**src/rtl/bba_pkg.sv**
```systemverilog
// Shared types and constants for the block bitmap allocator.
// No dependencies; used by every module of the block.
`default_nettype none
package bba_pkg;

    localparam int BBA_MAX_BLOCKS = 4096;
    localparam int BBA_MAX_GROUPS = 8;

    localparam int WORD_BITS = 32;
    localparam int OFF_W     = 5;
    localparam int CNT_W     = 13;
    localparam int BLK_W     = 12;
    localparam int OP_W      = 3;
    localparam int STAT_W    = 2;

    localparam logic [CNT_W-1:0] CNT_MAX   = 13'h1FFF;
    localparam logic [CNT_W-1:0] TOTAL_RST = 13'd4096;
    localparam logic [CNT_W-1:0] BPG_RST   = 13'd512;

    typedef logic [OP_W-1:0] op_t;
    localparam op_t OP_CLEAR   = 3'd0;
    localparam op_t OP_TEST    = 3'd1;
    localparam op_t OP_ALLOC   = 3'd2;
    localparam op_t OP_RELEASE = 3'd3;
    localparam op_t OP_FIND    = 3'd4;

    typedef logic [STAT_W-1:0] status_t;
    localparam status_t ST_OK   = 2'd0;
    localparam status_t ST_USED = 2'd1;
    localparam status_t ST_FREE = 2'd2;

    localparam logic CFG_TOTAL = 1'b0;
    localparam logic CFG_BPG   = 1'b1;

    typedef enum logic [2:0] {
        S_SWEEP,
        S_IDLE,
        S_DIV,
        S_GRD,
        S_UPD,
        S_SCAN_RD,
        S_SCAN_CHK
    } state_t;

    // controller to datapath
    typedef struct packed {
        logic accept;
        logic div_run;
        logic sweep;
        logic sweep_start;
        logic update;
        logic scan_rd;
        logic scan_chk;
        logic finish;
    } ctrl_cmd_t;

    // datapath to controller
    typedef struct packed {
        logic div_done;
        logic sweep_last;
        logic op_clear;
        logic op_find;
        logic scan_end;
    } dp_stat_t;

endpackage
`default_nettype wire

```
**src/rtl/bba_ctrl.sv**
```systemverilog
// Operation sequencer: divide, sweep, group read, update and scan steps.
// Depends on bba_pkg.
`default_nettype none
module bba_ctrl
    import bba_pkg::*;
(
    input  wire logic      clk,
    input  wire logic      rst_n,
    input  wire logic      start,
    input  wire dp_stat_t  stat,
    output ctrl_cmd_t      cmd,
    output logic           busy
);

    state_t state_reg, state_next;
    logic   rst_sweep_reg, rst_sweep_next;

    // next state
    always_comb
    begin
        state_next     = state_reg;
        rst_sweep_next = rst_sweep_reg;
        unique case (state_reg)
            S_SWEEP:
            begin
                if (stat.sweep_last)
                    state_next = rst_sweep_reg ? S_IDLE : S_GRD;
            end
            S_IDLE:
            begin
                rst_sweep_next = 1'b0;
                if (start)
                    state_next = S_DIV;
            end
            S_DIV:
            begin
                if (stat.div_done)
                    state_next = stat.op_clear ? S_SWEEP : S_GRD;
            end
            S_GRD:      state_next = S_UPD;
            S_UPD:      state_next = stat.op_find ? S_SCAN_RD : S_IDLE;
            S_SCAN_RD:  state_next = S_SCAN_CHK;
            S_SCAN_CHK: state_next = stat.scan_end ? S_IDLE : S_SCAN_RD;
            default:    state_next = S_IDLE;
        endcase
    end

    // commands
    always_comb
    begin
        cmd             = '0;
        cmd.accept      = (state_reg == S_IDLE) && start;
        cmd.div_run     = (state_reg == S_DIV);
        cmd.sweep_start = (state_reg == S_DIV) && stat.div_done && stat.op_clear;
        cmd.sweep       = (state_reg == S_SWEEP);
        cmd.update      = (state_reg == S_UPD);
        cmd.scan_rd     = (state_reg == S_SCAN_RD);
        cmd.scan_chk    = (state_reg == S_SCAN_CHK);
        cmd.finish      = ((state_reg == S_UPD) && !stat.op_find)
                       || ((state_reg == S_SCAN_CHK) && stat.scan_end);
        busy            = (state_reg != S_IDLE);
    end

    always_ff @(posedge clk or negedge rst_n)
    begin
        if (!rst_n)
        begin
            state_reg     <= S_SWEEP;
            rst_sweep_reg <= 1'b1;
        end
        else
        begin
            state_reg     <= state_next;
            rst_sweep_reg <= rst_sweep_next;
        end
    end

endmodule
`default_nettype wire

```
**config.mk**
```make
export PLATFORM = sky130hd
export DESIGN_NAME = bba_ctrl
export DESIGN_NICKNAME = d
export VERILOG_FILES = /design/src/rtl/bba_pkg.sv /design/src/rtl/bba_ctrl.sv
export SDC_FILE = /design/constraint.sdc
export NUM_CORES = 1
export LEC_CHECK = 0
export BUFFER_PORTS_ARGS = -buffer_cell sky130_fd_sc_hd__clkbuf_2
export CAP_MARGIN = 15
export CELL_PAD_IN_SITES_DETAIL_PLACEMENT = 2
export CELL_PAD_IN_SITES_GLOBAL_PLACEMENT = 2
export CORE_MARGIN = 4
export CORE_UTILIZATION = 21
export CTS_CLUSTER_DIAMETER = 40
export DETAILED_ROUTE_END_ITERATION = 8
export HOLD_SLACK_MARGIN = 0.12
export PLACE_DENSITY_LB_ADDON = 0.1
export SKIP_LAST_GASP = 1
export SYNTH_ARGS = -nofsm -noshare
export SYNTH_HDL_FRONTEND = slang
export SYNTH_SLANG_ARGS = --single-unit
```
**constraint.sdc**
```tcl
create_clock -name clk -period 2.2 [get_ports clk]
set_clock_uncertainty 0.1 [all_clocks]
set_input_delay 0.22 -clock clk [delete_from_list [all_inputs] [get_ports clk]]
set_output_delay 0.22 -clock clk [all_outputs]
set_load 0.01 [all_outputs]
```
==> Word level (Yosys, flattened, before mapping) <==
Cells that the tools add are included.
{ "op_classes": {"eq_ne": 10, "n_mux": 8, "n_reduce_logical": 9} }
{ "op_table": {"columns": ["operator", "count"], "rows": [
  ["$pmux 3 s7", 1],
  ["$mux 3", 5],
  ["$eq 3x3->1 const B", 3],
  ["$eq 3x2->1 const B", 2],
  ["$ne 2x2->1 const B", 3],
  ["$logic_and 1x1->1", 5],
  ["$mux 2", 2],
  ["$eq 3x1->1 const B", 1],
  ["$logic_not 3->1", 1],
  ["$ne 3x1->1 const B", 1],
  ["$reduce_and 3->1", 1],
  ["$logic_not 1->1", 1],
  ["$logic_or 1x1->1", 1]
]} }
{ "totals": {"output_inout_bits": 9, "regBits": 4} }

==> Depth between registers and ports, before layout <==
Gate-level depths: netlist of the first run.
{ "logic_depth": {"depth_word": 3, "mapped_depth": 4, "ltp_nobuf": 3} }

==> Least setup slack after synthesis of the first run <==
No wires, ideal clock.
{ "synth_timing": {"kind": "reg2out", "start": "register state_reg[0]", "end": "output cmd[4] (netlist name)", "stages_incl_launch_ff": 4, "slack_ps": 788, "arrival_time_ps": 1092, "required_time_ps": 1880, "path_cell_list": "dfrtp_1 -> or3b_1 -> inv_1 -> and3_1"} }
{ "synth_rtl": {"columns": ["element", "line_no", "rtl"], "rows": [
  ["start, declared", "bba_ctrl.sv:15", "state_t state_reg, state_next;"],
  ["start signal, assigned", "bba_ctrl.sv:73", "state_reg <= state_next;"],
  ["end, declared", "bba_ctrl.sv:11", "output ctrl_cmd_t cmd,"]
]} }

==> results.sh, run 1 <==
export IMPL_core_um2=1330
export IMPL_fin_crit_ns=1.90
export IMPL_synth_compound_area_share_pct=24.5
export IMPL_finalCritPeriodShare_pct=86.4
export IMPL_grt_busiest_layer="met2"
export IMPL_p_leak_nw=0.235
export IMPL_cts_max_level=1
export IMPL_grt_overflow=0
export IMPL_hold_viol_final=0
export IMPL_clk_latency_ns=0.24
export IMPL_path_max_fanout=14
export IMPL_cpPeakStageDelay_ns=0.56
export IMPL_ys_seq_elements=4
export IMPL_ios=17
export IMPL_regToRegSetupSlack_ns=0.69
export IMPL_peakVddDrop_mv=0.535
export IMPL_cts_tree="yes"
export IMPL_post_synth_top_count_cell="nor2_1"
export IMPL_synth_async_reset_ratio_pct=100
export IMPL_dieArea_um2=2110
export IMPL_seq_area_frac_synth_pct=33.6
export IMPL_use_met1_pct=13.6
export IMPL_start_util_pct=22.6
export IMPL_drv_cap=0
export IMPL_tightest_slew_ns=0.386
export IMPL_synthMuxAreaShare_pct=3.32
export IMPL_ys_types=22
export IMPL_dieWidth_um=45.9
export IMPL_ys_top_cells_by_count="nor2_1 (6), and3_1 (4), dfrtp_1 (3), o21ai_0 (3)"
export IMPL_synth_simple_gate_area_share_pct=31.5
export IMPL_syn_num_nets=47
export IMPL_place_congestion=0.662
export IMPL_yosysTopAreaCellShare_pct=24.9
export IMPL_setup_viol=0
export IMPL_clkTransAtPathRegs_ns=0.04
export IMPL_yosysWarningCount=0
export IMPL_diodes=0
export IMPL_grt_pass1_wl_um=1610
export IMPL_largest_reg_flops=3
export IMPL_syn2layout_area_growth_pct=43.6
export IMPL_fin_setup_tns_ns=0
export IMPL_wl_per_cell_um=12.6
export IMPL_met3_usage_pct=1.19
export IMPL_ys_flop_type="dfrtp_1"
export IMPL_worstPathRequired_ns=1.88
export IMPL_synth_enable_flop_cells=0
export IMPL_vias=354
export IMPL_cp_start_kind="flop"
export IMPL_io_buffer_count=16
export IMPL_syn_avg_cell_area_um2=7.73
export IMPL_drtIter0Drc=4
export IMPL_stdcell_count=73
export IMPL_crit_chain="or3b_1 > inv_1 > and3_1 > clkbuf_2"
export IMPL_r2r_start="state_reg[1]"
export IMPL_grt_usage_pct=10.7
export IMPL_synth_adder_area_share_pct=0
export IMPL_max_freq_mhz=526
export IMPL_maxSlewViolCount=0
export IMPL_critPathKind="reg -> out"
export IMPL_slowest_stage="dfrtp_1"
export IMPL_crit_arrival_ns=1.58
export IMPL_timing_rr_end="state_reg[1]"
export IMPL_wl_um=918
export IMPL_synth_xor_area_share_pct=0
export IMPL_clock_root_buffer="clkbuf_4"
export IMPL_synth_area_um2=302
export IMPL_cts_buffers=3
export IMPL_antenna_found_initial=0
export IMPL_synth_top_family_by_area="simple AND/OR/NAND/NOR gates"
export IMPL_clk_path_buf_depth=2
export IMPL_worstHoldPathType="in -> async"
export IMPL_postCtsSetupBuffers=0
export IMPL_cts_sinks=4
export IMPL_nNetsFinal=67
export IMPL_status="completed"
export IMPL_critPathCaptureType="primary output"
export IMPL_max_slew_margin_pct=74.3
export IMPL_vias_per_cell=4.85
export IMPL_rr_worst_depth=3
export IMPL_ant_nets=0
export IMPL_fp_dieH_um=45.9
export IMPL_drc=0
export IMPL_grt_max_degree=15
export IMPL_rows=13
export IMPL_syn_inst=39
export IMPL_yosysTopAreaCell="dfrtp_1"
export IMPL_first_global_vias=376
export IMPL_yosys_top_cells_area="dfrtp_1 (25%), dfstp_2 (8.7%), and3_1 (8.3%), nor2_1 (7.5%), o21ai_0 (5.0%)"
export IMPL_drive_gt1_share_pct=36.2
export IMPL_dp_cells=67
export IMPL_grt_use_met2_pct=15.9
export IMPL_dp_hpwl_um=724
export IMPL_powerDensity_nw_per_um2=1280
export IMPL_rsz0062_at_grt="false"
export IMPL_first_pass_iters=2
==> final cells by class <==
type | count | area [um2]
multi-input cells | 30 | 179
clock buffers | 4 | 26.3
repair buffers | 18 | 100
inverters | 2 | 7.51
flip-flops and latches | 4 | 101
well taps | 15 | 18.8
fillers | 162 | 901
==> cell families after synthesis <==
logic type             Yosys count
AND/OR/NAND/NOR                 18
flip-flops                       4
AO/OA/AOI/OAI                   11
multiplexers                     1
buffers and inverters            5
==> cell usage in the layout (no fill, tap or decap) <==
cell type	count
clkbuf_2	16
nor2_1	6
and3_1	4
o21ai_0	3
clkbuf_4	3
dfrtp_1	3
nand2_1	2
inv_1	2
nand2b_1	2
a21oi_1	2
dlygate4sd3_1	2
nor3_1	1
or3b_1	1
and2_1	1
a2bb2oi_1	1
nor3b_1	1
o211ai_1	1
mux2i_1	1
o21ba_2	1
o22ai_1	1
o2bb2ai_1	1
a21o_1	1
clkbuf_1	1
dfstp_2	1
==> critical path: cells and delay by family, from the launching register on <==
kind | cells | cell delay [ns]
and+or+nand+nor | 2 | 0.58
DFF | 1 | 0.56
buffers and inverters | 2 | 0.21
==> metal layers <==
layer	up-vias	wire length, um
li1	175	-
met1	163	435
met3	2	76
met4	0	17
met5	-	0
met2	14	388
==> what timing repair did <==
action / CTS / global route
gates resized for setup: 0 / 0
endpoints found under the setup margin: 0 / 0
hold endpoints to repair: 5 / 0
hold buffers: 2 / 0
==> how the worst max path moves through the flow <==
stage            startpoint  endpoint  slack [ns]
6_report       state_reg[1]    cmd[4]        0.30
5_1_grt        state_reg[1]    cmd[4]        0.19
4_1_cts        state_reg[1]    cmd[4]        0.28
3_5_place_dp   state_reg[1]    cmd[4]        0.53
3_3_place_gp   state_reg[1]    cmd[4]        0.59
2_1_floorplan  state_reg[0]    cmd[4]        0.79
==> where the power goes <==
| group | switching, W | internal [W] | leakage (nW) | total, W |
|---|---|---|---|---|
| clock network | 0.0000296 | 0.0000680 | 0.0150 | 0.0000977 |
| registers | 0.0000821 | 0.000101 | 0.0471 | 0.000183 |
| logic | 0.000138 | 0.000137 | 0.173 | 0.000275 |
==> per-stage QoR <==
step	utilization (%)	setup slack, ns	power [W]	instance area, um2	hold slack (ns)
after floorplan	-	0.788	0.000364	302	-0.176
after global placement	29.0	0.586	0.000450	387	-0.0777
after detailed placement	29.0	0.529	0.000461	387	-0.0744
after CTS	32.5	0.278	0.000567	433	0.221
after global routing	32.5	0.191	0.000623	433	0.235
final	32.5	0.299	0.000556	433	0.232
No activity file was read; power rests on OpenSTA's default activity.
==> inputs of run 2 (changes only) <==
- CORE_UTILIZATION: 21 -> 20
- clock period: 2.2 -> 1.94 ns (I/O delays scaled with it)
==> run 2 against run 1 <==
Against the previous run:
- global-route usage down 0.90 points
- critical path type unchanged
- cell area rose by 3.5%
- non-clock buffer count is 2 higher
- sequential power fell by 22%
- sequential share of layout area shrank 0.78 points
- critical endpoint unchanged
- first-iteration DRC count shrank 75%
- count of clock-buffer cells in the layout unchanged
- via count up 0.85%
- total power increased by 20%
- hold slack got worse by 0.033 ns
- worst setup slack got worse by 0.14 ns
==> results.sh, run 2 (synthesis results as in run 1) <==
export IMPL_clk_path_buf_depth=2
export IMPL_vias=357
export IMPL_crit_arrival_ns=1.49
export IMPL_rows=13
export IMPL_final_cell_mix="clkbuf_2 (16), nor2_1 (6), and3_1 (4)"
export IMPL_syn2layout_area_growth_pct=48.5
export IMPL_clock_root_buffer="clkbuf_4"
export IMPL_first_pass_iters=2
export IMPL_wl_per_cell_um=12.6
export IMPL_fp_dieH_um=46.8
export IMPL_critPathKind="reg -> out"
export IMPL_dp_hpwl_um=749
export IMPL_maxSlewViolCount=0
export IMPL_grt_pass1_wl_um=1500
export IMPL_fillCellCount=181
export IMPL_dieWidth_um=46.8
export IMPL_grt_max_degree=14
export IMPL_r2r_start="state_reg[2]"
export IMPL_path_max_fanout=11
export IMPL_nNetsFinal=69
export IMPL_io_buffer_count=16
export IMPL_crit_start="state_reg[2]"
export IMPL_tightest_slew_ns=0.286
export IMPL_hold_viol_final=0
export IMPL_ios=17
export IMPL_cts_max_level=1
export IMPL_worstHoldPathType="in -> async"
export IMPL_drc=0
export IMPL_setup_viol=0
export IMPL_max_slew_margin_pct=80.9
export IMPL_status="completed"
export IMPL_cts_sinks=4
export IMPL_p_leak_nw=0.244
export IMPL_drive_gt1_share_pct=38.3
export IMPL_start_util_pct=22.1
export IMPL_max_freq_mhz=562
export IMPL_setup_slack_ns=0.161
export IMPL_wl_um=945
export IMPL_first_global_vias=363
export IMPL_grt_overflow=0
export IMPL_vias_per_cell=4.76
export IMPL_core_um2=1370
export IMPL_cp_start_kind="flop"
export IMPL_dp_cells=69
export IMPL_regToRegSetupSlack_ns=0.54
export IMPL_dp_slack_ns=0.391
export IMPL_grt_usage_pct=9.79
export IMPL_diodes=0
export IMPL_clk_latency_ns=0.23
export IMPL_worstPathRequired_ns=1.65
export IMPL_fin_setup_tns_ns=0
export IMPL_stdcell_count=75
export IMPL_place_area_um2=402
export IMPL_fin_crit_ns=1.78
export IMPL_cts_buffers=3
export IMPL_critPathCaptureType="primary output"
export IMPL_largest_reg_flops=3
export IMPL_place_congestion=0.669
export IMPL_drtIter0Drc=1
export IMPL_peakVddDrop_mv=0.447
export IMPL_fin_area_um2=448
export IMPL_dieArea_um2=2190
export IMPL_ant_nets=0
export IMPL_drv_cap=0
export IMPL_cts_tree="yes"
export IMPL_powerDensity_nw_per_um2=1490
export IMPL_rsz0062_at_grt="false"
export IMPL_clkTransAtPathRegs_ns=0.04
export IMPL_postCtsSetupBuffers=0
export IMPL_layout_commonest_cell="clkbuf_2"
export IMPL_antenna_found_initial=0
export IMPL_finalCritPeriodShare_pct=91.7
-- run 2: cell types whose count changed in the layout (fill, tap and decap cells not counted), sizes merged --
cell / before / now
buf: 0 / 2
-- run 2: where the power goes --
| part | switching, W | internal [W] | total [W] |
|---|---|---|---|
| Clock | 0.0000346 | 0.0000772 | 0.000112 |
| Combinational | 0.000229 | 0.000183 | 0.000412 |
| Sequential | 0.0000281 | 0.000115 | 0.000143 |
-- run 2: repair_timing --
item / CTS / global route
hold buffers: 2 / 0
resized for setup: 0 / 0
endpoints found under the hold margin: 5 / 0
-- run 2: routing by layer --
layer | global-route usage, % | share of wire, %
met5 | 0 | 0
met2 | 16.0 | 46
met4 | 6.63 | 2.0
met1 | 11.9 | 45
met3 | 1.15 | 7.5
-- run 2: critical path: stages, from the launching register on --
cell,delay (ns)
dfrtp_1,0.47
or3b_1,0.43
inv_1,0.09
and3_1,0.15
clkbuf_2,0.12
-- run 2: stage by stage --
stage / hold WS, ns / power [W] / util, %
floorplan: -0.202 / 0.000413 / -
global placement: -0.100 / 0.000544 / 29.4
detailed placement: -0.0977 / 0.000561 / 29.4
CTS: 0.196 / 0.000686 / 32.8
global route: 0.220 / 0.000739 / 32.8
finish: 0.200 / 0.000667 / 32.8
-- run 2: worst paths after layout --
check	to	cells past startpoint
max	cmd[4]	4
min	state_reg[1]	2
max reg2reg	state_reg[1]	3
min reg2reg	rst_sweep_reg	1
max in group asynchronous	rst_sweep_reg	2
min in group clk	state_reg[1]	3
-- run 2: layout make-up --
cell class,count,area [um2],area share (%)
Multi-Input combinational cell,30,179,39.9
Timing Repair Buffer,20,115,25.7
Sequential cell,4,101,22.6
Clock buffer,4,26.3,5.87
Tap cell,15,18.8,4.19
Inverter,2,7.51,1.68
==> inputs of run 3 (changes only) <==
- CORE_ASPECT_RATIO: not set -> 1.1
==> run 3 against run 2 <==
Against the previous run:
- cell area up 0.28%
- hold slack worse by 0.0091 ns
- die area about the same
- critical path depth unchanged
- cell count up 1.3%
- critical endpoint unchanged
- largest cell class unchanged
==> results.sh, run 3 (synthesis results as in run 1) <==
export IMPL_largest_reg_flops=3
export IMPL_cp_start_kind="flop"
export IMPL_worstPathRequired_ns=1.65
export IMPL_drive_gt1_share_pct=38.3
export IMPL_clk_latency_ns=0.23
export IMPL_powerDensity_nw_per_um2=1470
export IMPL_ios=17
export IMPL_worstHoldPathType="in -> async"
export IMPL_wl_um=918
export IMPL_critPathKind="reg -> out"
export IMPL_vias_per_cell=4.67
export IMPL_fillCellCount=181
export IMPL_vias=355
export IMPL_max_freq_mhz=560
export IMPL_fin_util_pct=32.1
export IMPL_whs_ns=0.191
export IMPL_drv_cap=0
export IMPL_rows=14
export IMPL_fin_total_pwr_w=0.000662
export IMPL_start_util_pct=21.5
export IMPL_fin_crit_ns=1.78
export IMPL_path_max_fanout=11
export IMPL_clk_path_buf_depth=2
export IMPL_tightest_slew_ns=0.283
export IMPL_io_buffer_count=16
export IMPL_cts_max_level=1
export IMPL_antenna_found_initial=0
export IMPL_max_slew_margin_pct=81.1
export IMPL_wl_met1_um=441
export IMPL_grt_overflow=0
export IMPL_cts_tree="yes"
export IMPL_ant_nets=0
export IMPL_dp_hpwl_um=757
export IMPL_rsz0062_at_grt="false"
export IMPL_grt_pass1_wl_um=1630
export IMPL_final_cell_mix="clkbuf_2 (16), nor2_1 (6), and3_1 (4)"
export IMPL_clkTransAtPathRegs_ns=0.04
export IMPL_first_pass_iters=2
export IMPL_p_leak_nw=0.244
export IMPL_hold_viol_final=0
export IMPL_place_congestion=0.693
export IMPL_drc=0
export IMPL_drtIter0Drc=2
export IMPL_top_layer="met3"
export IMPL_setup_viol=0
export IMPL_wl_met2_um=400
export IMPL_peakVddDrop_mv=0.578
export IMPL_fp_dieH_um=48.7
export IMPL_crit_arrival_ns=1.49
export IMPL_cts_buffers=3
export IMPL_grt_usage_pct=9.64
export IMPL_layout_commonest_cell="clkbuf_2"
export IMPL_first_global_vias=371
export IMPL_cts_resized=0
export IMPL_status="completed"
export IMPL_clock_root_buffer="clkbuf_4"
export IMPL_cts_sinks=4
export IMPL_grt_max_degree=14
export IMPL_core_um2=1400
export IMPL_maxSlewViolCount=0
export IMPL_diodes=0
export IMPL_wl_per_cell_um=12.1
export IMPL_stdcell_count=76
export IMPL_fin_setup_tns_ns=0
export IMPL_dp_cells=70
export IMPL_critPathCaptureType="primary output"
export IMPL_dieArea_um2=2190
export IMPL_syn2layout_area_growth_pct=49.0
export IMPL_wl_met3_um=77
export IMPL_nNetsFinal=69
export IMPL_dieWidth_um=45.0
export IMPL_finalCritPeriodShare_pct=92.0
run 3: power by group:
group          internal [W]  switching [W]  leakage, nW
clock             0.0000772      0.0000344       0.0150
sequential         0.000115      0.0000306       0.0471
combinational      0.000182       0.000222        0.182
run 3: worst paths after layout:
path / startpoint / endpoint / slack, ns / depth (start not counted)
hold / removal: rst_n / state_reg[1] / 0.19 / 2
setup / recovery: state_reg[2] / cmd[4] / 0.16 / 4
min in group clk: stat[2] / state_reg[1] / 0.22 / 3
hold reg to reg: rst_sweep_reg / rst_sweep_reg / 0.39 / 1
setup reg to reg: state_reg[2] / state_reg[1] / 0.55 / 3
max in group asynchronous: rst_n / rst_sweep_reg / 1.34 / 2
run 3: area by class of cell:
cell class	instances	area, um2	area share, %
multi-input combinational	30	179	39.8
timing repair buffer	20	115	25.6
sequential	4	101	22.6
clock buffer	4	26.3	5.85
tap	16	20.0	4.46
inverter	2	7.51	1.67
run 3: worst max-delay path, cell delays in order (launching register included):
cell and delay (ns):
dfrtp_1 0.47, or3b_1 0.43, inv_1 0.09, and3_1 0.15, clkbuf_2 0.12
run 3: per-layer routing:
| layer | track usage, % | vias to the layer above |
|---|---|---|
| met2 | 13.0 | 13 |
| li1 | - | 178 |
| met1 | 13.9 | 164 |
| met5 | 0 | - |
| met3 | 2.59 | 0 |
| met4 | 4.39 | 0 |
run 3: repair_timing:
item | CTS | global route
setup buffers | 0 | 0
hold endpoints to repair | 5 | 0
hold buffers | 2 | 0
run 3: through the flow:
step,setup slack (ns),area [um2]
3_5_place_dp,0.382,403
6_report,0.155,449
5_1_grt,0.0431,449
2_1_floorplan,0.554,302
3_3_place_gp,0.441,403
4_1_cts,0.133,449
